==> config.mk <==
export PLATFORM = sky130hd
export DESIGN_NAME = rainbow_led_pattern_generator_unit
export DESIGN_NICKNAME = d
export VERILOG_FILES = /design/src/rtl/rlpg_pkg.sv /design/src/rtl/rainbow_led_pattern_generator_unit.sv /design/src/rtl/rlpg_front.sv /design/src/rtl/rlpg_queue.sv /design/src/rtl/rlpg_back.sv
export VERILOG_INCLUDE_DIRS = /design/src /design/src/rtl
export SDC_FILE = /design/constraint.sdc
export NUM_CORES = 1
export LEC_CHECK = 0
export BUFFER_PORTS_ARGS = -buffer_cell sky130_fd_sc_hd__buf_2
export CORE_ASPECT_RATIO = 0.8
export CORE_MARGIN = 5
export CORE_UTILIZATION = 46
export CTS_CLUSTER_SIZE = 40
export DETAILED_ROUTE_END_ITERATION = 16
export SLEW_MARGIN = 20
export SYNTH_ARGS = -nofsm -noshare
export SYNTH_HDL_FRONTEND = slang
export SYNTH_SLANG_ARGS = --single-unit
==> constraint.sdc <==
create_clock -name clk -period 4.33 [get_ports clk]
set_input_delay 0.433 -clock clk [delete_from_list [all_inputs] [get_ports clk]]
set_output_delay 0.433 -clock clk [all_outputs]
set_load 0.02 [all_outputs]
==> src/rtl/rainbow_led_pattern_generator_unit_assert.svh <==
// Assertion macros used by the top level of the rainbow pattern generator RTL.
`ifndef RAINBOW_LED_PATTERN_GENERATOR_UNIT_ASSERT_SVH
`define RAINBOW_LED_PATTERN_GENERATOR_UNIT_ASSERT_SVH

// Same-cycle implication, checked on every rising edge outside reset.
`define RLPG_ASSERT_IMPL(label, ante, cons) \
  label: assert property (@(posedge clk) disable iff (!rst_n) (ante) |-> (cons)) \
    else $error("rlpg: same-cycle check failed");

// Next-cycle implication, checked on every rising edge outside reset.
`define RLPG_ASSERT_NEXT(label, ante, cons) \
  label: assert property (@(posedge clk) disable iff (!rst_n) (ante) |=> (cons)) \
    else $error("rlpg: next-cycle check failed");

`endif

==> src/rtl/rlpg_pkg.sv <==
// Types, constants and shared helpers of the rainbow pattern generator.
package rlpg_pkg;

  // Number of LEDs driven per frame and the width of the LED counter.
  localparam int NUM_LEDS  = 16;
  localparam int LED_CNT_W = (NUM_LEDS > 16) ? $clog2(NUM_LEDS) : 4;
  localparam logic [LED_CNT_W-1:0] LAST_LED = LED_CNT_W'(NUM_LEDS - 1);
  localparam logic [3:0] LAST_IDX = 4'((NUM_LEDS - 1) % 16);

  // Depth of the frame command queue; the pointers are one bit wide.
  localparam int QDEPTH = 2;

  // Field and register widths.
  localparam int HUE_W      = 9;
  localparam int FD_W       = 8;
  localparam int BR_W       = 8;
  localparam int CFG_IDX_W  = 3;
  localparam int CFG_DATA_W = 9;
  localparam int PROD_W     = 14;
  localparam int REM_W      = 6;

  // Register indexes of the configuration port.
  localparam logic [CFG_IDX_W-1:0] REG_FRAME_DIVIDER = 3'd0;
  localparam logic [CFG_IDX_W-1:0] REG_HUE_STEP      = 3'd1;
  localparam logic [CFG_IDX_W-1:0] REG_LED_SPACING   = 3'd2;
  localparam logic [CFG_IDX_W-1:0] REG_BRIGHTNESS    = 3'd3;

  // Hue circle and sector constants.
  localparam logic [HUE_W:0]   FULL_CIRCLE = 10'd360;
  localparam logic [REM_W-1:0] SECTOR_SPAN = 6'd60;

  // floor(x / 60) for x below 23831 is (x * 17477) >> 20.
  localparam logic [14:0] RECIP_60    = 15'd17477;
  localparam int          RECIP_SHIFT = 20;

  // Hue sectors of sixty degrees each.
  typedef enum logic [2:0] {
    SEC_RED     = 3'd0,
    SEC_YELLOW  = 3'd1,
    SEC_GREEN   = 3'd2,
    SEC_CYAN    = 3'd3,
    SEC_BLUE    = 3'd4,
    SEC_MAGENTA = 3'd5
  } sector_t;

  // Configuration register set.
  typedef struct packed {
    logic [FD_W-1:0]  frame_divider;
    logic [HUE_W-1:0] hue_step;
    logic [HUE_W-1:0] led_spacing;
    logic [BR_W-1:0]  brightness;
  } cfg_t;

  // Frame command handed from the front to the queue.
  typedef struct packed {
    logic             valid;
    logic [HUE_W-1:0] offset;
  } push_t;

  // Queue status seen by both sides.
  typedef struct packed {
    logic full;
    logic empty;
  } qstat_t;

  // Adds a step of up to 511 degrees to a hue below 360, modulo 360.
  function automatic logic [HUE_W-1:0] wrap_add(input logic [HUE_W-1:0] hue,
                                                input logic [HUE_W-1:0] step);
    logic [HUE_W:0] step_m;
    logic [HUE_W:0] sum;
    step_m = {1'b0, step};
    if (step_m >= FULL_CIRCLE) begin
      step_m = step_m - FULL_CIRCLE;
    end
    sum = {1'b0, hue} + step_m;
    if (sum >= FULL_CIRCLE) begin
      sum = sum - FULL_CIRCLE;
    end
    return sum[HUE_W-1:0];
  endfunction

endpackage

==> src/rtl/rainbow_led_pattern_generator_unit.sv <==
// Top level of the rainbow LED pattern generator: configuration, front, queue, back.
// A tick that completes a frame is taken and its command queued; the sixteen colours of the
// frame follow one per cycle through the five-stage colour pipeline while the sink is ready.
// The LED sequencer takes the next command from the queue in its idle state between frames.
// Ticks are taken every cycle while the two-entry frame queue has room.
// Synchronous active-low reset restores the register defaults and clears counts and offset.
module rainbow_led_pattern_generator_unit
  import rlpg_pkg::*;
(
  input  logic                  clk,
  input  logic                  rst_n,
  input  logic                  in_tvalid,
  output logic                  in_tready,
  input  logic [7:0]            in_tdata,   // [0] tick, [7:1] zero
  output logic                  out_tvalid,
  input  logic                  out_tready,
  output logic [31:0]           out_tdata,  // [3:0] led_index, [11:4] red, [19:12] green,
                                            // [27:20] blue, [31:28] zero
  output logic                  out_tlast,
  input  logic                  cfg_we,
  input  logic [CFG_IDX_W-1:0]  cfg_index,
  input  logic [CFG_DATA_W-1:0] cfg_wdata
);

  cfg_t             cfg_r, cfg_nxt;
  push_t            push;
  qstat_t           qstat;
  logic [HUE_W-1:0] head;
  logic             pop;
  logic             in_xfer;

  // Configuration register writes; unknown indexes are ignored.
  always_comb begin
    cfg_nxt = cfg_r;
    if (cfg_we) begin
      case (cfg_index)
        REG_FRAME_DIVIDER: cfg_nxt.frame_divider = cfg_wdata[FD_W-1:0];
        REG_HUE_STEP:      cfg_nxt.hue_step      = cfg_wdata[HUE_W-1:0];
        REG_LED_SPACING:   cfg_nxt.led_spacing   = cfg_wdata[HUE_W-1:0];
        REG_BRIGHTNESS:    cfg_nxt.brightness    = cfg_wdata[BR_W-1:0];
        default: ;
      endcase
    end
  end

  always_ff @(posedge clk) begin
    if (!rst_n) begin
      cfg_r.frame_divider <= 8'd5;
      cfg_r.hue_step      <= 9'd10;
      cfg_r.led_spacing   <= 9'd22;
      cfg_r.brightness    <= 8'd10;
    end else begin
      cfg_r <= cfg_nxt;
    end
  end

  // Input transfers are taken whenever the queue has room.
  assign in_tready = !qstat.full;
  assign in_xfer   = in_tvalid && in_tready;

  rlpg_front u_front (
    .clk     (clk),
    .rst_n   (rst_n),
    .in_xfer (in_xfer),
    .in_tick (in_tdata[0]),
    .cfg     (cfg_r),
    .push    (push)
  );

  rlpg_queue u_queue (
    .clk   (clk),
    .rst_n (rst_n),
    .push  (push),
    .pop   (pop),
    .head  (head),
    .qstat (qstat)
  );

  rlpg_back u_back (
    .clk        (clk),
    .rst_n      (rst_n),
    .cfg        (cfg_r),
    .qstat      (qstat),
    .head       (head),
    .pop        (pop),
    .out_tvalid (out_tvalid),
    .out_tready (out_tready),
    .out_tdata  (out_tdata),
    .out_tlast  (out_tlast)
  );

  // Checks on the block's own logic.
  `include "rainbow_led_pattern_generator_unit_assert.svh"

  `RLPG_ASSERT_IMPL(a_no_overflow, push.valid, !qstat.full)
  `RLPG_ASSERT_NEXT(a_push_kept, push.valid && !pop, !qstat.empty)
  `RLPG_ASSERT_IMPL(a_last_index, out_tvalid && out_tlast, out_tdata[3:0] == LAST_IDX)
  `RLPG_ASSERT_IMPL(a_channel_max, out_tvalid,
                    (out_tdata[11:4] <= cfg_r.brightness) &&
                    (out_tdata[19:12] <= cfg_r.brightness) &&
                    (out_tdata[27:20] <= cfg_r.brightness))

endmodule

==> src/rtl/rlpg_front.sv <==
// Front end: counts ticks, decides when a frame is due and issues frame commands.
module rlpg_front
  import rlpg_pkg::*;
(
  input  logic  clk,
  input  logic  rst_n,
  input  logic  in_xfer,
  input  logic  in_tick,
  input  cfg_t  cfg,
  output push_t push
);

  logic [FD_W-1:0]  tick_count_r, tick_count_nxt;
  logic [HUE_W-1:0] hue_offset_r, hue_offset_nxt;
  logic [FD_W-1:0]  count_inc;
  logic             frame_due;

  // A frame is due once the incremented count reaches the divider.
  assign count_inc = tick_count_r + 8'd1;
  assign frame_due = in_xfer && in_tick && (count_inc >= cfg.frame_divider);

  always_comb begin
    tick_count_nxt = tick_count_r;
    hue_offset_nxt = hue_offset_r;
    if (in_xfer && in_tick) begin
      if (frame_due) begin
        tick_count_nxt = '0;
        hue_offset_nxt = wrap_add(hue_offset_r, cfg.hue_step);
      end else begin
        tick_count_nxt = count_inc;
      end
    end
  end

  // The frame command carries the offset in force before the advance.
  assign push.valid  = frame_due;
  assign push.offset = hue_offset_r;

  always_ff @(posedge clk) begin
    if (!rst_n) begin
      tick_count_r <= '0;
      hue_offset_r <= '0;
    end else begin
      tick_count_r <= tick_count_nxt;
      hue_offset_r <= hue_offset_nxt;
    end
  end

endmodule

==> src/rtl/rlpg_queue.sv <==
// Two-entry queue of frame commands between the front and the back end.
module rlpg_queue
  import rlpg_pkg::*;
(
  input  logic             clk,
  input  logic             rst_n,
  input  push_t            push,
  input  logic             pop,
  output logic [HUE_W-1:0] head,
  output qstat_t           qstat
);

  logic [HUE_W-1:0] slot_r [QDEPTH];
  logic             wr_ptr_r, wr_ptr_nxt;
  logic             rd_ptr_r, rd_ptr_nxt;
  logic [1:0]       count_r, count_nxt;
  logic             do_push;
  logic             do_pop;

  assign qstat.full  = (count_r == 2'(QDEPTH));
  assign qstat.empty = (count_r == 2'd0);
  assign do_push     = push.valid && !qstat.full;
  assign do_pop      = pop && !qstat.empty;
  assign head        = slot_r[rd_ptr_r];

  // Pointer and fill bookkeeping.
  always_comb begin
    wr_ptr_nxt = do_push ? ~wr_ptr_r : wr_ptr_r;
    rd_ptr_nxt = do_pop ? ~rd_ptr_r : rd_ptr_r;
    count_nxt  = count_r;
    if (do_push && !do_pop) begin
      count_nxt = count_r + 2'd1;
    end else if (do_pop && !do_push) begin
      count_nxt = count_r - 2'd1;
    end
  end

  always_ff @(posedge clk) begin
    if (!rst_n) begin
      wr_ptr_r <= 1'b0;
      rd_ptr_r <= 1'b0;
      count_r  <= '0;
    end else begin
      wr_ptr_r <= wr_ptr_nxt;
      rd_ptr_r <= rd_ptr_nxt;
      count_r  <= count_nxt;
    end
  end

  // Storage needs no reset.
  always_ff @(posedge clk) begin
    if (do_push) begin
      slot_r[wr_ptr_r] <= push.offset;
    end
  end

endmodule

==> src/rtl/rlpg_back.sv <==
// Back end: walks the LEDs of one frame and converts each hue to a colour.
module rlpg_back
  import rlpg_pkg::*;
(
  input  logic             clk,
  input  logic             rst_n,
  input  cfg_t             cfg,
  input  qstat_t           qstat,
  input  logic [HUE_W-1:0] head,
  output logic             pop,
  output logic             out_tvalid,
  input  logic             out_tready,
  output logic [31:0]      out_tdata,
  output logic             out_tlast
);

  typedef enum logic [1:0] {
    ST_IDLE = 2'b01,
    ST_RUN  = 2'b10
  } state_t;

  state_t                 state_r, state_nxt;
  logic [HUE_W-1:0]       deg_r, deg_nxt;
  logic [LED_CNT_W-1:0]   cnt_r, cnt_nxt;
  logic                   adv;

  // Stage 1: hue of the LED.
  logic                   s1_v_r;
  logic [HUE_W-1:0]       s1_deg_r;
  logic [3:0]             s1_idx_r;
  logic                   s1_last_r;
  // Stage 2: sector and remainder.
  logic                   s2_v_r;
  sector_t                s2_sec_r;
  logic [REM_W-1:0]       s2_rem_r;
  logic [3:0]             s2_idx_r;
  logic                   s2_last_r;
  // Stage 3: scaled products.
  logic                   s3_v_r;
  sector_t                s3_sec_r;
  logic [PROD_W-1:0]      s3_rise_p_r;
  logic [PROD_W-1:0]      s3_fall_p_r;
  logic [3:0]             s3_idx_r;
  logic                   s3_last_r;
  // Stage 4: divided by sixty.
  logic                   s4_v_r;
  sector_t                s4_sec_r;
  logic [BR_W-1:0]        s4_rise_r;
  logic [BR_W-1:0]        s4_fall_r;
  logic [3:0]             s4_idx_r;
  logic                   s4_last_r;
  // Output register.
  logic                   out_v_r;
  logic [3:0]             out_idx_r;
  logic [BR_W-1:0]        out_red_r;
  logic [BR_W-1:0]        out_grn_r;
  logic [BR_W-1:0]        out_blu_r;
  logic                   out_last_r;

  sector_t                sec_nxt;
  logic [HUE_W-1:0]       sec_base;
  logic [HUE_W-1:0]       rem_full;
  logic [REM_W-1:0]       fall_w;
  logic [28:0]            rise_q;
  logic [28:0]            fall_q;
  logic [BR_W-1:0]        red_nxt, grn_nxt, blu_nxt;

  // The whole pipeline moves unless a result waits for the sink.
  assign adv = !out_v_r || out_tready;

  // LED sequencer: takes a frame command and steps through the LEDs.
  always_comb begin
    state_nxt = state_r;
    deg_nxt   = deg_r;
    cnt_nxt   = cnt_r;
    pop       = 1'b0;
    case (state_r)
      ST_IDLE: begin
        if (!qstat.empty) begin
          pop       = 1'b1;
          deg_nxt   = head;
          cnt_nxt   = '0;
          state_nxt = ST_RUN;
        end
      end
      ST_RUN: begin
        if (adv) begin
          deg_nxt = wrap_add(deg_r, cfg.led_spacing);
          cnt_nxt = cnt_r + 1'b1;
          if (cnt_r == LAST_LED) begin
            state_nxt = ST_IDLE;
          end
        end
      end
      default: begin
        state_nxt = ST_IDLE;
      end
    endcase
  end

  always_ff @(posedge clk) begin
    if (!rst_n) begin
      state_r <= ST_IDLE;
    end else begin
      state_r <= state_nxt;
    end
  end

  always_ff @(posedge clk) begin
    deg_r <= deg_nxt;
    cnt_r <= cnt_nxt;
  end

  // Sector search over the six sixty-degree spans.
  always_comb begin
    if (s1_deg_r >= 9'd300) begin
      sec_nxt  = SEC_MAGENTA;
      sec_base = 9'd300;
    end else if (s1_deg_r >= 9'd240) begin
      sec_nxt  = SEC_BLUE;
      sec_base = 9'd240;
    end else if (s1_deg_r >= 9'd180) begin
      sec_nxt  = SEC_CYAN;
      sec_base = 9'd180;
    end else if (s1_deg_r >= 9'd120) begin
      sec_nxt  = SEC_GREEN;
      sec_base = 9'd120;
    end else if (s1_deg_r >= 9'd60) begin
      sec_nxt  = SEC_YELLOW;
      sec_base = 9'd60;
    end else begin
      sec_nxt  = SEC_RED;
      sec_base = 9'd0;
    end
    rem_full = s1_deg_r - sec_base;
  end

  assign fall_w = SECTOR_SPAN - s2_rem_r;

  // Division by sixty through the reciprocal.
  assign rise_q = 29'(s3_rise_p_r) * 29'(RECIP_60);
  assign fall_q = 29'(s3_fall_p_r) * 29'(RECIP_60);

  // Channel selection by sector.
  always_comb begin
    red_nxt = '0;
    grn_nxt = '0;
    blu_nxt = '0;
    case (s4_sec_r)
      SEC_RED: begin
        red_nxt = cfg.brightness;
        grn_nxt = s4_rise_r;
      end
      SEC_YELLOW: begin
        red_nxt = s4_fall_r;
        grn_nxt = cfg.brightness;
      end
      SEC_GREEN: begin
        grn_nxt = cfg.brightness;
        blu_nxt = s4_rise_r;
      end
      SEC_CYAN: begin
        grn_nxt = s4_fall_r;
        blu_nxt = cfg.brightness;
      end
      SEC_BLUE: begin
        red_nxt = s4_rise_r;
        blu_nxt = cfg.brightness;
      end
      default: begin
        red_nxt = cfg.brightness;
        blu_nxt = s4_fall_r;
      end
    endcase
  end

  // Valid bits of the pipeline.
  always_ff @(posedge clk) begin
    if (!rst_n) begin
      s1_v_r  <= 1'b0;
      s2_v_r  <= 1'b0;
      s3_v_r  <= 1'b0;
      s4_v_r  <= 1'b0;
      out_v_r <= 1'b0;
    end else if (adv) begin
      s1_v_r  <= (state_r == ST_RUN);
      s2_v_r  <= s1_v_r;
      s3_v_r  <= s2_v_r;
      s4_v_r  <= s3_v_r;
      out_v_r <= s4_v_r;
    end
  end

  // Payload of the pipeline.
  always_ff @(posedge clk) begin
    if (adv) begin
      s1_deg_r    <= deg_r;
      s1_idx_r    <= cnt_r[3:0];
      s1_last_r   <= (cnt_r == LAST_LED);
      s2_sec_r    <= sec_nxt;
      s2_rem_r    <= rem_full[REM_W-1:0];
      s2_idx_r    <= s1_idx_r;
      s2_last_r   <= s1_last_r;
      s3_sec_r    <= s2_sec_r;
      s3_rise_p_r <= PROD_W'(s2_rem_r) * PROD_W'(cfg.brightness);
      s3_fall_p_r <= PROD_W'(fall_w) * PROD_W'(cfg.brightness);
      s3_idx_r    <= s2_idx_r;
      s3_last_r   <= s2_last_r;
      s4_sec_r    <= s3_sec_r;
      s4_rise_r   <= rise_q[RECIP_SHIFT +: BR_W];
      s4_fall_r   <= fall_q[RECIP_SHIFT +: BR_W];
      s4_idx_r    <= s3_idx_r;
      s4_last_r   <= s3_last_r;
      out_idx_r   <= s4_idx_r;
      out_red_r   <= red_nxt;
      out_grn_r   <= grn_nxt;
      out_blu_r   <= blu_nxt;
      out_last_r  <= s4_last_r;
    end
  end

  assign out_tvalid = out_v_r;
  assign out_tdata  = {4'b0000, out_blu_r, out_grn_r, out_red_r, out_idx_r};
  assign out_tlast  = out_last_r;

endmodule

==> After elaboration in Yosys (flattened, before gate mapping) <==
Memories as Yosys holds them, arrays and structs flattened. A register that Yosys moved wholly into a read port is not among the register bits.
Index checks and enable logic that the tools add are counted.
{ "totals": {"reg_bits": 192, "mem_bits_rw": 18, "input_bits": 25, "output_inout_bits": 35, "wordCells": 152, "n_memories": 1} }
{ "mem_list": {"columns": ["name", "depth", "width", "rd", "rd_clocked_by_memory_dff", "write_ports", "line_no", "rtl"], "rows": [
  ["u_queue.slot_r", 2, 9, 1, 1, 1, "rlpg_queue.sv:13", "logic [HUE_W-1:0] slot_r [QDEPTH];"]
]} }
{ "classes": {"n_addsub": 12, "mul": 4, "n_lt_le_gt_ge": 10, "n_eq_ne": 14, "mux": 39, "bitwise_logic": 2, "reduce_logical": 30} }
{ "ops": {"columns": ["operator", "count"], "rows": [
  ["$pmux 8 s3", 3],
  ["$mux 10", 6],
  ["$mul 14x15->28 const B", 2],
  ["$mux 9", 4],
  ["$mux 6", 5],
  ["$mul 6x8->14", 2],
  ["$ge 9x9->1 const B", 3],
  ["$add 9x10->10", 2],
  ["$ge 10x9->1 const B", 2],
  ["$sub 9x9->10 const B", 2],
  ["$ge 9x8->1 const B", 2],
  ["$pmux 9 s2", 1],
  ["$sub 9x9->9 const B", 2],
  ["$eq 3x2->1 const B", 4],
  ["$mux 2", 5],
  ["$reduce_and 2->1", 5],
  ["$reduce_or 2->1", 5],
  ["$ge 9x6->1 const B", 1],
  ["$ge 9x7->1 const B", 1],
  ["$add 8x1->8 const B", 1],
  ["$ge 8x8->1", 1],
  ["$mux 1", 8],
  ["$mux 4", 2],
  ["$mux 8", 1],
  ["23 further kinds", 41]
]} }

==> Depth between registers and ports, before layout <==
{ "logic_depth": {"word_depth": 10, "ltp_mapped": 20} }

==> Hierarchy <==
Synthesis repeated with hierarchy kept, for this count alone.
{ "hier_totals": {"cells_unflattened": 1604, "hier_area_um2": 16791.1} }
{ "modules_own_cells": {"columns": ["mod", "instances", "cells_per_inst", "area_per_inst_um2", "seq_area_each_um2"], "rows": [
  ["rlpg_back", 1, 1199, 12848.6, 4013.8],
  ["rlpg_front", 1, 220, 1735.4, 340.3],
  ["rainbow_led_pattern_generator_unit", 1, 131, 1332.5, 680.7],
  ["rlpg_queue", 1, 54, 874.6, 640.6]
]} }

==> Least setup slack after synthesis <==
No wires, ideal clock.
{ "synth_path": {"kind": "register to register", "from": "register u_back.s2_rem_r[0]", "to": "register u_back.s3_fall_p_r[13], data pin", "setup_time_ns": 0.258, "arrival_time_ns": 4.334, "path_slack_ns": -0.262, "path_stages_with_launch": 20, "path_buffers": 1, "period_less_slack_ns": 4.592, "cell_sequence": "edfxtp_1 -> clkbuf_1 -> inv_1 -> ha_1 -> nor2_1 -> xnor2_1 -> nand2_1 -> fa_1 -> fa_1 -> fa_1 -> inv_1 -> ha_1 -> a21o_1 -> a21oi_1 -> o21bai_1 -> a21oi_1 -> o21ai_0 -> a21o_1 -> a21oi_1 -> xnor2_1"} }
{ "synth_between": {"elab_chain_len": 2} }
{ "synth_lines": {"columns": ["item", "line_no", "rtl"], "rows": [
  ["start, declared", "rlpg_back.sv:35", "logic [REM_W-1:0] s2_rem_r;"],
  ["start signal, assigned", "rlpg_back.sv:201", "s2_rem_r <= rem_full[REM_W-1:0];"],
  ["$sub 6x6->6", "rlpg_back.sv:138", "assign fall_w = SECTOR_SPAN - s2_rem_r;"],
  ["$mul 6x8->14", "rlpg_back.sv:206", "s3_fall_p_r <= PROD_W'(fall_w) * PROD_W'(cfg.brightness);"],
  ["end signal, assigned", "rlpg_back.sv:206", null],
  ["end, declared", "rlpg_back.sv:42", "logic [PROD_W-1:0] s3_fall_p_r;"]
]} }
Every way passes these cells.
A chain may end at the register's enable or synchronous reset.

==> Final worst setup path <==
{ "layout_path": {"from": "register u_back.s3_fall_p_r[11]", "to": "register u_back.s4_fall_r[6], data pin"} }
{ "layout_between": {"elab_chain_len": 1} }
{ "layout_lines": {"columns": ["item", "line_no", "rtl"], "rows": [
  ["$mul 14x15->28", "rlpg_back.sv:142", "assign fall_q = 29'(s3_fall_p_r) * 29'(RECIP_60);"],
  ["net u_back.fall_q[26]", "rlpg_back.sv:65", "logic [28:0] fall_q;"],
  ["end signal, assigned", "rlpg_back.sv:211", "s4_fall_r <= fall_q[RECIP_SHIFT +: BR_W];"],
  ["end, declared", "rlpg_back.sv:49", "logic [BR_W-1:0] s4_fall_r;"]
]} }
The timed path passes the listed nets, and every way through them passes these cells.

==> results.py <==
metrics = {
    "logic_synthesis": {
        "post-synth-top-area-cell": "edfxtp_1",
        "fraction_of_post_synthesis_cell_area_in_the_top_cell_type_by_area": 0.2737,
        "synth_commonest_cells": "ha_1 (252), inv_1 (164), nand2_1 (153)",
        "synth_flop_cell": "edfxtp_1",
        "postSynthCellCount": 1512,
        "synth-edff-count": 147,
        "synth.top_cells.by_area": "edfxtp_1 (27%), ha_1 (20%), fa_1 (12%)",
        "synth.yosys.seq_area_share": 0.3519,
        "post-synth-top-count-cell": "ha_1",
        "syn-mean-instance-area_um2": 10.67,
        "syn-cell-area_mm2": 0.01613,
        "synthDistinctLibCells": 81,
        "yosys_warnings": 0,
        "postSynth.asyncResetShare": 0,
        "ys_seq_elements": 210,
    },
    "timing": {
        "min_hold_slack_ps": 160.6,
        "finalWorstSetupSlack_ps": -9.383,
        "timing_worst_slew_pin_value_ps": 933.3,
        "setup_repair_after_global_routing_missed_its_margin": "true",
        "timing.fmax_ghz": 0.2304,
        "clock_skew_ps": 16.31,
        "setup_viol": 1,
        "min_tclk_post_route_ps": 4339,
        "fin_crit_sh": 1.002,
        "report.final.hold_viol_count": 0,
        "final_max_slew_viol_count": 0,
        "max_slew_headroom": 0.3730,
    },
    "clock_network": {
        "clock_latency_ps": 530,
        "clock_tree.buffer_depth": 3,
        "post_cts_hold_buffer_count": 0,
        "cts_inserted_buffers": 24,
        "clock-root-buffer": "clkbuf_16",
        "cts_htree_levels": 1,
        "clkSinkCount": 210,
        "clk_pin_slew_ps": 60,
        "cts_tree": "yes",
    },
    "power": {
        "power.combinational.fraction": 0.634,
        "internal-power_mw": 9.135,
        "power_per_cell_area_mw_per_mm2": 823.6,
        "vdd_drop_max_mv": 0.4206,
        "net-switching-power_mw": 6.413,
        "p_seq_frac": 0.223,
        "switching_share": 0.4125,
        "leakage_nw": 8.855,
        "power.clock.fraction": 0.143,
    },
    "global_routing": {
        "grtUsageTotal": 0.1754,
        "globalRoute.totalOverflow": 0,
        "antenna_found_initial": 0,
        "grt_pass1_vias": 11000,
        "pin_count_of_the_biggest_net_entering_global_routing": 66,
        "global_route_wire_length_before_repair_um": 56050,
    },
    "cells_and_area": {
        "drive_gt1_frac": 0.1787,
        "finish.net_count": 2003,
        "syn_to_layout_area_delta_pct": 17.04,
        "antenna_diodes": 0,
        "filler_cell_count": 3023,
    },
    "outcome": {
        "failed_checks": "setup timing",
        "outcome": "finished, violations left",
    },
    "routing": {
        "violation_count_after_the_first_detailed_routing_iteration": 689,
        "drcViolationCount": 0,
        "detail_route.wl_per_cell_um": 15.99,
        "total_number_of_vias": 11070,
        "detail_route.wirelength_um": 33940,
        "vias_per_cell": 5.216,
        "post_route_ant_nets": 0,
        "drtPass1Iterations": 7,
    },
    "worst_setup_path": {
        "setup.worst_path.class": "register to register",
        "worst_setup_path_start_kind": "register",
        "regToRegStartpoint": "u_back.s3_fall_p_r[11]",
        "worst_ep_arrival_time_ps": 4610,
        "critical_path.max_fanout": 3,
        "startpoint": "u_back.s3_fall_p_r[11]",
        "end_kind": "register",
        "required_ps": 4600,
    },
    "floorplan": {
        "io_pins": 60,
        "core-area_mm2": 0.03465,
        "die_width_um": 219.3,
        "floorplan.rows": 61,
        "initial_core_util": 0.4654,
        "die_span_in_y_um": 177.5,
        "die_area_mm2": 0.03893,
    },
    "worst_hold_path": {
        "hold_path.class": "input port to register",
        "hold_start": "cfg_wdata[8]",
    },
    "placement": {
        "placement.setup.worst_slack_ps": -209.7,
        "port_buffers": 48,
        "dp_hpwl_um": 26020,
        "globalplace.congestion": 0.8184,
    },
    "run": {
        "cap_violations": 0,
    },
}
==> sequential cells by signal (all words and copies together) (netlist names), 9 cells and up, named ones only <==
signal,cells
cfg_r,34
u_queue.slot_r,18
u_back.s3_fall_p_r,14
u_back.s3_rise_p_r,13
u_back.deg_r,9
u_back.s1_deg_r,9
u_front.hue_offset_r,9
==> final cells by class <==
type,count,area [µm²],area share
clock buffer,32,671.9,0.03559
clock inverter,12,198.9,0.01054
tap,472,590.6,0.03129
sequential,210,5675,0.3007
inverter,165,621.8,0.03294
multi-input combinational,1095,10180,0.5391
timing repair buffer,137,942.2,0.04991
==> repair_timing <==
item / 4_1_cts / 5_1_grt
pin swaps: 40 / 60
buffers inserted: 5 / 10
resized for setup: 38 / 71
setup endpoints to repair: 14 / 22
==> metal layers <==
metal / part of all wire / vias to the layer above / wire length (µm) / GRT usage
met5: 0 / - / 0 / 0
met4: 0.017 / 0 / 566 / 0.03008
met3: 0.048 / 39 / 1636 / 0.02456
met2: 0.43 / 225 / 14700 / 0.2753
met1: 0.50 / 5297 / 17040 / 0.2633
li1: - / 5513 / - / -
==> power groups by stage <==
stage	Clock (mW)	Sequential (mW)	Combinational (mW)
2_1_floorplan	0	3.41	6.06
4_1_cts	2.29	3.46	9.04
3_3_place_gp	0	3.48	8.34
6_report	2.22	3.46	9.86
5_1_grt	2.37	3.53	11.3
3_5_place_dp	0	3.49	8.49
==> worst paths after layout <==
check	end	slack [ps]	depth (start not counted)
max	u_back.s4_fall_r[6]	-9	14
min	cfg_r[25]	160	3
max reg2reg	u_back.s4_fall_r[6]	-9	14
min reg2reg	u_back.s3_last_r	420	0
==> cell usage in the layout, fill, tap and decap left out, types with 7 or more instances in the layout <==
master / netlist / routed
ha_1: 252 / 226
nand2_1: 153 / 153
inv_1: 164 / 152
edfxtp_1: 147 / 147
fa_1: 93 / 81
buf_4: 4 / 80
and2_1: 77 / 75
a21oi_1: 82 / 67
dfxtp_1: 63 / 63
nor2_1: 62 / 59
buf_2: 1 / 48
xnor2_1: 46 / 43
xor2_1: 35 / 33
a21o_1: 25 / 25
o21ai_0: 31 / 25
clkbuf_16: 0 / 25
nand3_1: 24 / 22
ha_4: 0 / 22
a21oi_2: 4 / 18
a22o_1: 17 / 17
a222oi_1: 16 / 16
inv_2: 1 / 12
fa_2: 0 / 12
o211ai_1: 11 / 11
nor2b_1: 11 / 10
a22oi_1: 9 / 9
buf_6: 1 / 9
nand2b_1: 8 / 8
nor3_1: 9 / 8
o21a_1: 8 / 8
o21ai_1: 5 / 8
or3_1: 8 / 8
and3_1: 7 / 7
nand4_1: 7 / 7
mux2i_1: 7 / 7
==> critical path: stages (launching register included) <==
cell	delay [ps]
edfxtp_1	390
ha_1	320
fa_1	500
fa_1	440
fa_2	380
fa_2	550
ha_4	210
a21oi_2	130
a21boi_2	80
o311a_1	330
a211oi_4	230
o21ai_2	120
a21o_1	200
a21oi_2	130
xnor2_1	70
==> kinds of logic after synthesis <==
logic type      count (synthesis)  synth area share
compound gates                268            0.1180
xor+xnor                       83           0.04600
fa+ha+maj                     345            0.3109
buf+inv                       210           0.05035
flops                         210            0.3519
mux                            11          0.007370
other cells                     1         0.0002325
simple gates                  384            0.1152
==> stage by stage <==
step	power [mW]	area (µm²)	instances	TNS [ps]	util
3_3_place_gp	11.82	17370	2064	-808.5	0.5013
4_1_cts	14.79	18460	2113	-301.2	0.5326
2_1_floorplan	9.475	16170	1515	-8.461	-
6_report	15.55	18880	2123	-9.383	0.5448
3_5_place_dp	11.97	17370	2064	-1487	0.5013
5_1_grt	17.23	18880	2123	-603.1	0.5448
Note: power is estimated with default switching activity, not from simulation.
